==> src/rtl/pts_pkg.sv <==
// Shared types and constants for the priority task scheduler.
// Holds the task table entry layout, event codes and sizing constants.
// Has no dependencies.
package pts_pkg;

  // Number of task slots in the table and the widths that follow from it.
  localparam int TASK_SLOTS = 8;
  localparam int SLOT_W     = (TASK_SLOTS > 1) ? $clog2(TASK_SLOTS) : 1;
  localparam int CNT_W      = $clog2(TASK_SLOTS + 1);

  // A priority of this value is never scheduled.
  localparam logic [7:0] PRIO_NEVER = 8'd255;

  typedef logic [SLOT_W-1:0] slot_t;
  typedef logic [CNT_W-1:0]  cnt_t;

  // Event kinds carried by a request.
  typedef enum logic [1:0] {
    MODE_CREATE = 2'd0,
    MODE_DELAY  = 2'd1,
    MODE_DELETE = 2'd2,
    MODE_TICK   = 2'd3
  } mode_t;

  // Task status codes.
  typedef enum logic [1:0] {
    ST_SUSPENDED = 2'd0,
    ST_READY     = 2'd1,
    ST_RUNNING   = 2'd2,
    ST_WAITING   = 2'd3
  } status_t;

  // One task table entry as held in the table memory.
  typedef struct packed {
    logic [7:0]  prio;
    status_t     status;
    logic [15:0] ticks;
    logic        active;
  } entry_t;

  // Contents of a table entry that has never been written.
  localparam entry_t ENTRY_RESET = '{prio: PRIO_NEVER, status: ST_SUSPENDED,
                                     ticks: 16'd0, active: 1'b0};

endpackage

==> src/rtl/priority_task_scheduler.sv <==
// An accepted request walks every table entry in order, writes back the demoted and the
// promoted task, then loads the result once the output register is free; the sequencer is
// idle again only after that and only then takes a new request, set by the single table port.
// A finished result waits in an output register while the next request is accepted.
// Reset (rst_n low, synchronous) empties the table through per-entry valid bits,
// so no clearing pass is needed and a request can be taken in the first cycle after.

// Top level of the priority task scheduler: task table memory and event sequencer.
// Depends on pts_pkg for the entry layout, codes and sizing constants.
module priority_task_scheduler (
  input  logic        clk,
  input  logic        rst_n,
  input  logic        in_tvalid,
  output logic        in_tready,
  input  logic [31:0] in_tdata,   // task_id [2:0], priority_req [10:3], delay_ticks [26:11]
  input  logic [1:0]  in_tuser,   // mode [1:0]
  output logic        out_tvalid,
  input  logic        out_tready,
  output logic [7:0]  out_tdata   // running_task [2:0], task_valid [3], tick_enable [4]
);
  import pts_pkg::*;

  typedef enum logic [4:0] {
    S_IDLE    = 5'b00001,
    S_WALK    = 5'b00010,
    S_DEMOTE  = 5'b00100,
    S_PROMOTE = 5'b01000,
    S_OUT     = 5'b10000
  } state_t;

  state_t state_r, state_nxt;

  // Latched request.
  mode_t       ev_mode_r;
  logic [2:0]  ev_id_r;
  logic [7:0]  ev_prio_r;
  logic [15:0] ev_dly_r;

  // Task table memory with valid bits standing in for the reset contents.
  entry_t mem [TASK_SLOTS];
  logic [TASK_SLOTS-1:0] vld_r;
  entry_t rd_r;
  logic   rd_vld_r;
  slot_t  rd_addr;

  logic   we;
  slot_t  wa;
  entry_t wd;

  // Walk and selection state.
  slot_t  pk_r;
  slot_t  best_r;
  entry_t best_ent_r;
  logic   found_r;
  entry_t cur_ent_r;
  slot_t  cur_task_r;
  logic   cur_valid_r;
  cnt_t   cnt_r, cnt_nxt;

  logic       out_tvalid_r;
  logic [7:0] out_data_r;

  entry_t eff, upd;
  logic   id_ok, elig, do_demote, in_req, out_free;

  assign in_req    = in_tvalid && in_tready;
  assign in_tready = (state_r == S_IDLE);
  assign out_free  = !out_tvalid_r || out_tready;
  assign id_ok     = (32'(ev_id_r) < TASK_SLOTS);

  // An entry never written reads as its reset contents.
  assign eff = rd_vld_r ? rd_r : ENTRY_RESET;

  // Apply the current event to the entry being walked.
  always_comb begin
    upd     = eff;
    cnt_nxt = cnt_r;
    case (ev_mode_r)
      MODE_CREATE: begin
        if (id_ok && (pk_r == slot_t'(ev_id_r))) begin
          upd.prio   = ev_prio_r;
          upd.status = ST_READY;
        end
      end
      MODE_DELAY: begin
        if (cur_valid_r && (pk_r == cur_task_r)) begin
          upd.status = ST_WAITING;
          upd.ticks  = ev_dly_r;
          if (!eff.active) begin
            upd.active = 1'b1;
            cnt_nxt    = CNT_W'(cnt_r + 1'b1);
          end
        end
      end
      MODE_DELETE: begin
        if (cur_valid_r && (pk_r == cur_task_r)) begin
          upd.status = ST_SUSPENDED;
        end
      end
      MODE_TICK: begin
        if (eff.active) begin
          upd.ticks = 16'(eff.ticks - 16'd1);
          if (upd.ticks == 16'd0) begin
            upd.status = ST_READY;
            upd.active = 1'b0;
            if (cnt_r != '0) begin
              cnt_nxt = CNT_W'(cnt_r - 1'b1);
            end
          end
        end
      end
      default: begin
        upd = eff;
      end
    endcase
  end

  // Strict compare keeps the lowest index on equal priority.
  assign elig = ((upd.status == ST_READY) || (upd.status == ST_RUNNING)) &&
                (upd.prio < best_ent_r.prio);

  // The previous running task goes back to ready when another one wins.
  assign do_demote = found_r && cur_valid_r && (cur_task_r != best_r) &&
                     (cur_ent_r.status == ST_RUNNING);

  // Read address: entry 0 on acceptance, the next entry during the walk.
  assign rd_addr = (state_r == S_IDLE) ? '0 : slot_t'(pk_r + 1'b1);

  // Table write port selection.
  always_comb begin
    we = 1'b0;
    wa = pk_r;
    wd = upd;
    case (state_r)
      S_WALK: begin
        we = 1'b1;
      end
      S_DEMOTE: begin
        we        = do_demote;
        wa        = cur_task_r;
        wd        = cur_ent_r;
        wd.status = ST_READY;
      end
      S_PROMOTE: begin
        we        = found_r;
        wa        = best_r;
        wd        = best_ent_r;
        wd.status = ST_RUNNING;
      end
      default: begin
        we = 1'b0;
      end
    endcase
  end

  // Sequencer next state.
  always_comb begin
    state_nxt = state_r;
    case (state_r)
      S_IDLE:    if (in_req) state_nxt = S_WALK;
      S_WALK:    if (pk_r == slot_t'(TASK_SLOTS - 1)) state_nxt = S_DEMOTE;
      S_DEMOTE:  state_nxt = S_PROMOTE;
      S_PROMOTE: state_nxt = S_OUT;
      S_OUT:     if (out_free) state_nxt = S_IDLE;
      default:   state_nxt = S_IDLE;
    endcase
  end

  // Table memory: one write and one registered read per cycle.
  always_ff @(posedge clk) begin
    if (we) begin
      mem[wa] <= wd;
    end
    rd_r <= mem[rd_addr];
  end

  // Valid bits and the read-side copy of them.
  always_ff @(posedge clk) begin
    if (!rst_n) begin
      vld_r    <= '0;
      rd_vld_r <= 1'b0;
    end else begin
      if (we) begin
        vld_r[wa] <= 1'b1;
      end
      rd_vld_r <= vld_r[rd_addr];
    end
  end

  // Control state.
  always_ff @(posedge clk) begin
    if (!rst_n) begin
      state_r      <= S_IDLE;
      cur_task_r   <= '0;
      cur_valid_r  <= 1'b0;
      cnt_r        <= '0;
      out_tvalid_r <= 1'b0;
    end else begin
      state_r <= state_nxt;
      if (state_r == S_WALK) begin
        cnt_r <= cnt_nxt;
      end
      if (state_r == S_PROMOTE) begin
        cur_valid_r <= found_r;
        if (found_r) begin
          cur_task_r <= best_r;
        end
      end
      // A new result is loaded when the stage is free, else a taken one is dropped.
      if ((state_r == S_OUT) && out_free) begin
        out_tvalid_r <= 1'b1;
      end else if (out_tvalid_r && out_tready) begin
        out_tvalid_r <= 1'b0;
      end
    end
  end

  // Request latch, walk index and selection tracking.
  always_ff @(posedge clk) begin
    if (in_req) begin
      ev_mode_r       <= mode_t'(in_tuser);
      ev_id_r         <= in_tdata[2:0];
      ev_prio_r       <= in_tdata[10:3];
      ev_dly_r        <= in_tdata[26:11];
      pk_r            <= '0;
      found_r         <= 1'b0;
      best_r          <= '0;
      best_ent_r      <= ENTRY_RESET;
      cur_ent_r       <= ENTRY_RESET;
    end else if (state_r == S_WALK) begin
      pk_r <= slot_t'(pk_r + 1'b1);
      if (elig) begin
        found_r    <= 1'b1;
        best_r     <= pk_r;
        best_ent_r <= upd;
      end
      if (pk_r == cur_task_r) begin
        cur_ent_r <= upd;
      end
    end
  end

  // Result register.
  always_ff @(posedge clk) begin
    if ((state_r == S_OUT) && out_free) begin
      out_data_r <= {3'b000, (cnt_r != '0), found_r,
                     (found_r ? 3'(best_r) : 3'b000)};
    end
  end

  assign out_tvalid = out_tvalid_r;
  assign out_tdata  = out_data_r;

`ifndef NO_ASSERTIONS
  // The running task always refers to an entry that has been written.
  a_cur_written: assert property (@(posedge clk) disable iff (!rst_n)
    cur_valid_r |-> vld_r[cur_task_r])
    else $error("running task refers to an unwritten table entry");

  // The waiting count never exceeds the number of slots.
  a_cnt_range: assert property (@(posedge clk) disable iff (!rst_n)
    32'(cnt_r) <= TASK_SLOTS)
    else $error("waiting count out of range");

  // An accepted request always starts a table walk at entry zero.
  a_walk_start: assert property (@(posedge clk) disable iff (!rst_n)
    in_req |=> (state_r == S_WALK) && (pk_r == '0))
    else $error("table walk did not start after a request");

  // A result is presented once the output stage is free.
  a_result_loaded: assert property (@(posedge clk) disable iff (!rst_n)
    (state_r == S_OUT) && !out_tvalid_r |=> out_tvalid_r)
    else $error("result not presented");

  // A selected task is never one with the never-run priority.
  a_best_prio: assert property (@(posedge clk) disable iff (!rst_n)
    (state_r == S_PROMOTE) && found_r |-> (best_ent_r.prio != PRIO_NEVER))
    else $error("task with never-run priority selected");
`endif

endmodule
==> config.mk <==
export PLATFORM = sky130hd
export DESIGN_NAME = priority_task_scheduler
export DESIGN_NICKNAME = d
export VERILOG_FILES = /design/src/rtl/pts_pkg.sv /design/src/rtl/priority_task_scheduler.sv
export SDC_FILE = /design/constraint.sdc
export NUM_CORES = 1
export LEC_CHECK = 0
export ABC_AREA = 1
export BUFFER_PORTS_ARGS = -buffer_cell sky130_fd_sc_hd__buf_4
export CAP_MARGIN = 20
export CORE_ASPECT_RATIO = 0.5
export CORE_MARGIN = 2
export CORE_UTILIZATION = 50
export DETAILED_ROUTE_END_ITERATION = 8
export GPL_TIMING_DRIVEN = 1
export PLACE_DENSITY_LB_ADDON = 0.25
export REMOVE_ABC_BUFFERS = 1
export SYNTH_ARGS = -nofsm -noshare
export SYNTH_HDL_FRONTEND = slang
export SYNTH_SLANG_ARGS = --single-unit
export TNS_END_PERCENT = 10
==> constraint.sdc <==
create_clock -name clk -period 4.2 [get_ports clk]
set_clock_uncertainty 0.2 [all_clocks]
set_input_delay 0.63 -clock clk [delete_from_list [all_inputs] [get_ports clk]]
set_output_delay 0.63 -clock clk [all_outputs]
set_load 0.03 [all_outputs]
==> results of run 1 <==
-- layout by cell type, fill, tap and decap left out, drive strengths merged, types with 4 or more instances in the layout --
| cell | netlist | routed |
|---|---|---|
| nand4 | 38 | 38 |
| a21oi | 58 | 58 |
| o21ai | 125 | 125 |
| ha | 13 | 13 |
| a31oi | 30 | 30 |
| edfxtp | 250 | 250 |
| buf | 20 | 81 |
| xor2 | 7 | 7 |
| dfxtp | 109 | 109 |
| inv | 173 | 173 |
| nand2 | 234 | 234 |
| clkbuf | 60 | 42 |
| nor3 | 60 | 60 |
| o221ai | 51 | 51 |
| clkinv | 3 | 20 |
| nand3 | 37 | 37 |
| nor2 | 271 | 271 |
| xnor2 | 4 | 4 |
-- kinds of logic after synthesis --
| group | Yosys count |
|---|---|
| other | 1 |
| AOI/OAI and AO/OA | 276 |
| DFF | 359 |
| xor gates and xnor gates | 11 |
| adders and majority gates | 14 |
| buffers and inverters | 256 |
| and+or+nand+nor | 645 |
-- registers in the layout, summed over array words and instances (netlist names), 2 cells and up --
name        count
best_ent_r     25
best_r          3
cnt_r           4
cur_ent_r      27
cur_task_r      3
ev_dly_r       16
ev_id_r         3
ev_mode_r       2
ev_prio_r       8
mem           216
out_tdata       5
pk_r            3
rd_r           27
state_r         5
vld_r           8
-- per-stage QoR --
step | TNS, ns | hold slack (ns) | worst slack [ns]
after floorplan | -38.91 | 0.229 | -1.07
after global routing | 0 | 0.0506 | 0.0484
after global placement | 0 | 0.240 | 0.475
after detailed placement | 0 | 0.244 | 0.432
final | 0 | 0.0642 | 0.454
after CTS | 0 | 0.0474 | 0.420
-- final cells by class --
type	count	area [µm²]	share of cell area [%]
Clock buffer	41	907	5.24
Clock inverter	20	196	1.14
Inverter	176	661	3.82
Multi-Input combinational cell	949	4670	27.0
Sequential cell	359	9690	56.0
Tap cell	399	499	2.89
Timing Repair Buffer	82	678	3.92
-- worst paths after layout --
check	start	endpoint	slack, ns	depth (start not counted)
hold / removal	in_tdata[6]	ev_prio_r[3]$_DFFE_PP_	0.06	1
hold reg to reg	best_ent_r[24]$_SDFFE_PP1P_	best_ent_r[24]$_SDFFE_PP1P_	0.26	2
setup / recovery	pk_r[0]$_SDFFE_PP0P_	best_ent_r[6]$_SDFFE_PP0P_	0.45	19
setup reg to reg	pk_r[0]$_SDFFE_PP0P_	best_ent_r[6]$_SDFFE_PP0P_	0.45	19
-- per-layer routing --
| layer | part of all wire [%] | up-vias | GRT usage (%) |
|---|---|---|---|
| met5 | 0 | - | 0 |
| met4 | 1.6 | 0 | 5.81 |
| met3 | 8.9 | 55 | 4.87 |
| met2 | 42 | 443 | 36.4 |
| met1 | 47 | 5509 | 36.9 |
| li1 | - | 5431 | - |
-- power groups by stage --
| stage | logic, mW | registers, mW | clock network (mW) |
|---|---|---|---|
| 2_1_floorplan | 2.79 | 4.75 | 0 |
| 3_3_place_gp | 3.98 | 4.89 | 0 |
| 3_5_place_dp | 4.10 | 4.90 | 0 |
| 4_1_cts | 4.12 | 4.82 | 3.10 |
| 5_1_grt | 4.66 | 4.87 | 3.26 |
| 6_report | 4.18 | 4.84 | 3.07 |
-- worst max-delay path: stages (launching register included) --
cell     delay [ns]
dfxtp_1        0.40
or2_2          0.33
a21oi_1        0.12
nand2_1        0.11
inv_1          0.10
nand2_1        0.33
o21ai_1        0.30
buf_4          0.17
inv_1          0.05
ha_1           0.29
a21oi_1        0.17
nor2_1         0.06
a21oi_1        0.16
nand3_1        0.09
a21oi_1        0.18
nand3_1        0.15
buf_4          0.24
nand2_1        0.07
inv_1          0.04
nor2_1         0.09
==> impl_metrics.toml, run 1 <==
[outcome]
status = "completed"

[clocking]
clkTransAtPathRegs_ns = 0.06
cts_htree_levels = 2
root_buffer = "clkbuf_16"
cts_resized = 0
clock_path_buffers = 3
cts_tree = "built"
cts_made_buffers = 34
insertion_delay_ns = 0.54
cts_setup_buffers = 0
ctsHoldBuffers = 0
cts_sinks = 359

[global_route]
grt_pass1_vias = 10519
antenna_found_initial = 0
grt-ovfl-total = 0
grt_max_degree = 69
track_usage_pct = 24.5
grt_pass1_wl_mm = 60.0

[synthesis]
ys_warn_count = 0
synth_compound_area_share_pct = 10.7
syn_avg_cell_area_um2 = 9.81
synth.mux.area_fraction_pct = 0
synth_area_leaders = "edfxtp_1 49%, dfxtp_1 14%, nor2_1 6.5%"
synth_edf_count = 250
synthCells = 1562
yosys.area_share.simple_pct = 17.6
synth_ff_type = "edfxtp_1"
synth_xor_area_share_pct = 0.629
syn_area_um2 = 15300
async_flop_share_pct = 0
yosysTopAreaCell = "edfxtp_1"
synth-seq-cells = 359
yosys.area_share.adder_pct = 1.19
synth_top_family_by_area = "simple AND/OR/NAND/NOR gates"
yosysTopAreaCellShare_pct = 49.0
synth_common_cells = "266 x nor2_1, 250 x edfxtp_1, 227 x nand2_1, 172 x inv_1, 124 x o21ai_0"
synth_seq_area_share_pct = 63.2
post-synth-top-count-cell = "nor2_1"
synth.distinct_cells = 40

[placement]
placed_cells = 1964
place.gp.congestion = 0.941
post_dp_cell_area_um2 = 16200
io_buffer_count = 39
dp_hpwl_mm = 24.9

[hold_path]
hold_class = "input port to register"

[power_and_ir_drop]
clock_power_share_pct = 25.4
pwr-share-comb_pct = 34.6
switchingPower_mw = 4.59
finalPower_mw = 12.1
peakVddDrop_mv = 0.336
power.density_nw_per_um2 = 699
swShare_pct = 38.0
seq_power_share_pct = 40.0
power.leakage_nw = 6.96
intPower_mw = 7.49

[timing]
max_slew.worst_pin.slew_ns = 1.12
final_max_slew_viol_count = 0
period_minus_slack_ns = 3.75
finalSetupViolCount = 0
hold_violations = 0
fmax_mhz = 267
fin_crit_sh_pct = 89.2
maxSlewHeadroom_pct = 25.1
rsz0062_at_grt = "no"

[drt]
wl_per_cell_um = 19.1
ant_nets = 0
drt-pass1-iter-count = 5
vias = 11438
drc = 0
routed_wl_mm = 38.7
drt-initial-drc-count = 1131
avgViaCountPerCell = 5.65

[layout]
nets = 1654
area_growth_pct = 12.9
stdcell_count = 2026
num_antenna_cells = 0
final_core_util_pct = 57.2
stdcell_area_um2 = 17300
n_fill_cell = 2459
final_layout_size_suffix_gt1_share_pct = 10.2

[floorplan]
rows = 45
initial_core_util_pct = 50.7
fp.dieArea_um2 = 32100
die_x_um = 252
design.core.area_um2 = 30200
ios = 48
die_y_um = 128

[job]
max-cap-violations = 0

[critical_path]
crit_path_start_kind = "register"
worst_setup_path_end_kind = "register"
required_ns = 4.47
crit_arrival_ns = 4.02
path_max_fanout = 15
critPathKind = "register to register"
(Power assumes the default switching activity.)
==> run 2, diff against run 1 <==
- REMOVE_ABC_BUFFERS: 1 -> default
==> run 2 against run 1 <==
Cell count grew 0.15%. Power is essentially flat. Clock-buffer cell count grew 9. Highest routed layer unchanged.
==> impl_metrics.toml, run 2 (synthesis gave the netlist of run 1 again) <==
[timing]
max_slew.worst_pin.slew_ns = 1.04
fin_crit_sh_pct = 89.2
fin_tns_setup_ns = 0
finalSetupViolCount = 0
period_minus_slack_ns = 3.75
hold_violations = 0
final_max_slew_viol_count = 0
maxSlewHeadroom_pct = 30.4
fmax_mhz = 267
rsz0062_at_grt = "no"
hold-worst-slack_ns = 0.0702

[layout]
n_fill_cell = 2546
final_common_cell = "nor2_1"
num_antenna_cells = 0
final_layout_size_suffix_gt1_share_pct = 9.82
multi_input_area_um2 = 4670
largest_reg_flops = 216
area_growth_pct = 12.9
top_register = "mem"
register_area_um2 = 9690
final_cell_mix = "256 x nor2_1, 250 x edfxtp_1, 226 x nand2_1"
nets = 1657
top_regs = "mem (216), cur_ent_r (27), rd_r (27)"

[clocking]
clkTransAtPathRegs_ns = 0.06
ctsHoldBuffers = 0
cts_htree_levels = 2
insertion_delay_ns = 0.54
cts_tree = "built"
cts_made_buffers = 34
root_buffer = "clkbuf_16"
clock_path_buffers = 3
cts_sinks = 359

[global_route]
grtUsageMet3_pct = 5.06
met1_usage_pct = 36.8
busiest_layer = "met1"
grt_pass1_vias = 10525
grt_pass1_wl_mm = 59.2
antenna_found_initial = 2
use_met2_pct = 36.1
track_usage_pct = 24.2
grt-ovfl-total = 0
grt_max_degree = 93

[drt]
drt-pass1-iter-count = 5
drc = 0
avgViaCountPerCell = 5.57
routed_wl_mm = 38.3
vias = 11293
wl_per_cell_um = 18.9
drt-initial-drc-count = 1194
ant_nets = 0

[floorplan]
initial_core_util_pct = 50.7
die_x_um = 252
rows = 45
fp.dieArea_um2 = 32100
die_y_um = 128
ios = 48
design.core.area_um2 = 30200

[placement]
io_buffer_count = 39
place.gp.congestion = 0.904
dp_hpwl_mm = 24.2

[hold_path]
hp-start = "in_tdata[9]"
min_to = "ev_prio_r[6]$_DFFE_PP_"
hold_path_depth = 1
hold_class = "input port to register"

[outcome]
status = "completed"

[critical_path]
crit_arrival_ns = 4.01
critPathKind = "register to register"
timing.rr.end = "best_ent_r[15]$_SDFFE_PP0P_"
cp_slowest_cell = "o21ai_0"
worstRegToRegCells = 18
crit_path_max_incr_delay_ns = 0.43
worst_setup_path_end_kind = "register"
crit_path_start_kind = "register"
critical_path.most_common_cell = "nand2_1"
r2r_start = "pk_r[0]$_SDFFE_PP0P_"
path_max_fanout = 17
worstPathCellList = "or2_2, a21oi_1, nand2_1, inv_1, nand2_1, o21ai_0, inv_1, ha_1, nand2_1, nor2_1, a21oi_1, nand3_1, a21oi_1, nand3_1, buf_4, nand2_1, inv_1, nor2_1"
ff2ff_setup_slack_ns = 0.45
required_ns = 4.46

[power_and_ir_drop]
power.leakage_nw = 6.94
peakVddDrop_mv = 0.422
power.density_nw_per_um2 = 699

[job]
max-cap-violations = 0
==> run 2: timing repair <==
action / CTS / global route
setup endpoints to repair: 0 / 14
resized for setup: 0 / 3
setup buffers: 0 / 0
==> run 2: worst max path at each step <==
stage | start | to | slack, ns
after floorplan | state_r[0]$_SDFFE_PN1P_ | mem[0][0]$_DFFE_PP_ | 0.81
after global placement | pk_r[0]$_SDFFE_PP0P_ | best_ent_r[8]$_SDFFE_PP0P_ | 0.60
final | pk_r[0]$_SDFFE_PP0P_ | best_ent_r[15]$_SDFFE_PP0P_ | 0.45
after detailed placement | pk_r[0]$_SDFFE_PP0P_ | best_ent_r[15]$_SDFFE_PP0P_ | 0.46
after global routing | pk_r[0]$_SDFFE_PP0P_ | best_ent_r[15]$_SDFFE_PP0P_ | 0.0009
after CTS | pk_r[0]$_SDFFE_PP0P_ | best_ent_r[15]$_SDFFE_PP0P_ | 0.43
==> run 2: metal layers <==
metal  wire length, µm  vias to the layer above  part of all wire (%)
met5                 0                        -                     0
met4               410                        0                   1.1
met3              4660                       37                    12
met2             16100                      469                    42
met1             17200                     5359                    45
li1                  -                     5428                     -
==> run 2: area by class of cell <==
class / count / share of cell area [%]
clock buffers: 50 / 5.38
repair buffers: 85 / 4.17
flip-flops and latches: 359 / 56.0
inverters: 176 / 3.82
well taps: 399 / 2.89
multi-input cells: 949 / 27.0
clock inverters: 11 / 0.767
==> run 2: per-stage QoR <==
stage	power [mW]	area [µm²]	util [%]	std cells	setup WS (ns)
after detailed placement	9.09	16200	53.6	1967	0.462
after CTS	12.1	17300	57.1	2028	0.426
after floorplan	7.65	15300	-	1564	0.809
after global routing	12.8	17300	57.2	2029	0.000892
final	12.1	17300	57.2	2029	0.452
after global placement	8.92	16200	53.6	1967	0.601
==> run 2: power by group <==
group / switching [mW] / internal (mW)
sequential: 0.336 / 4.52
combinational: 2.96 / 1.29
clock: 1.31 / 1.68
total: 4.60 / 7.49
==> run 2: critical path, delay by kind of cell, from the launching register on <==
family	cells	cell delay, ns
flip-flops	1	0.41
adder cells (fa/ha/maj)	1	0.29
AND/OR/NAND/NOR	9	1.32
buffers and inverters	4	0.54
AO/OA/AOI/OAI	4	0.92
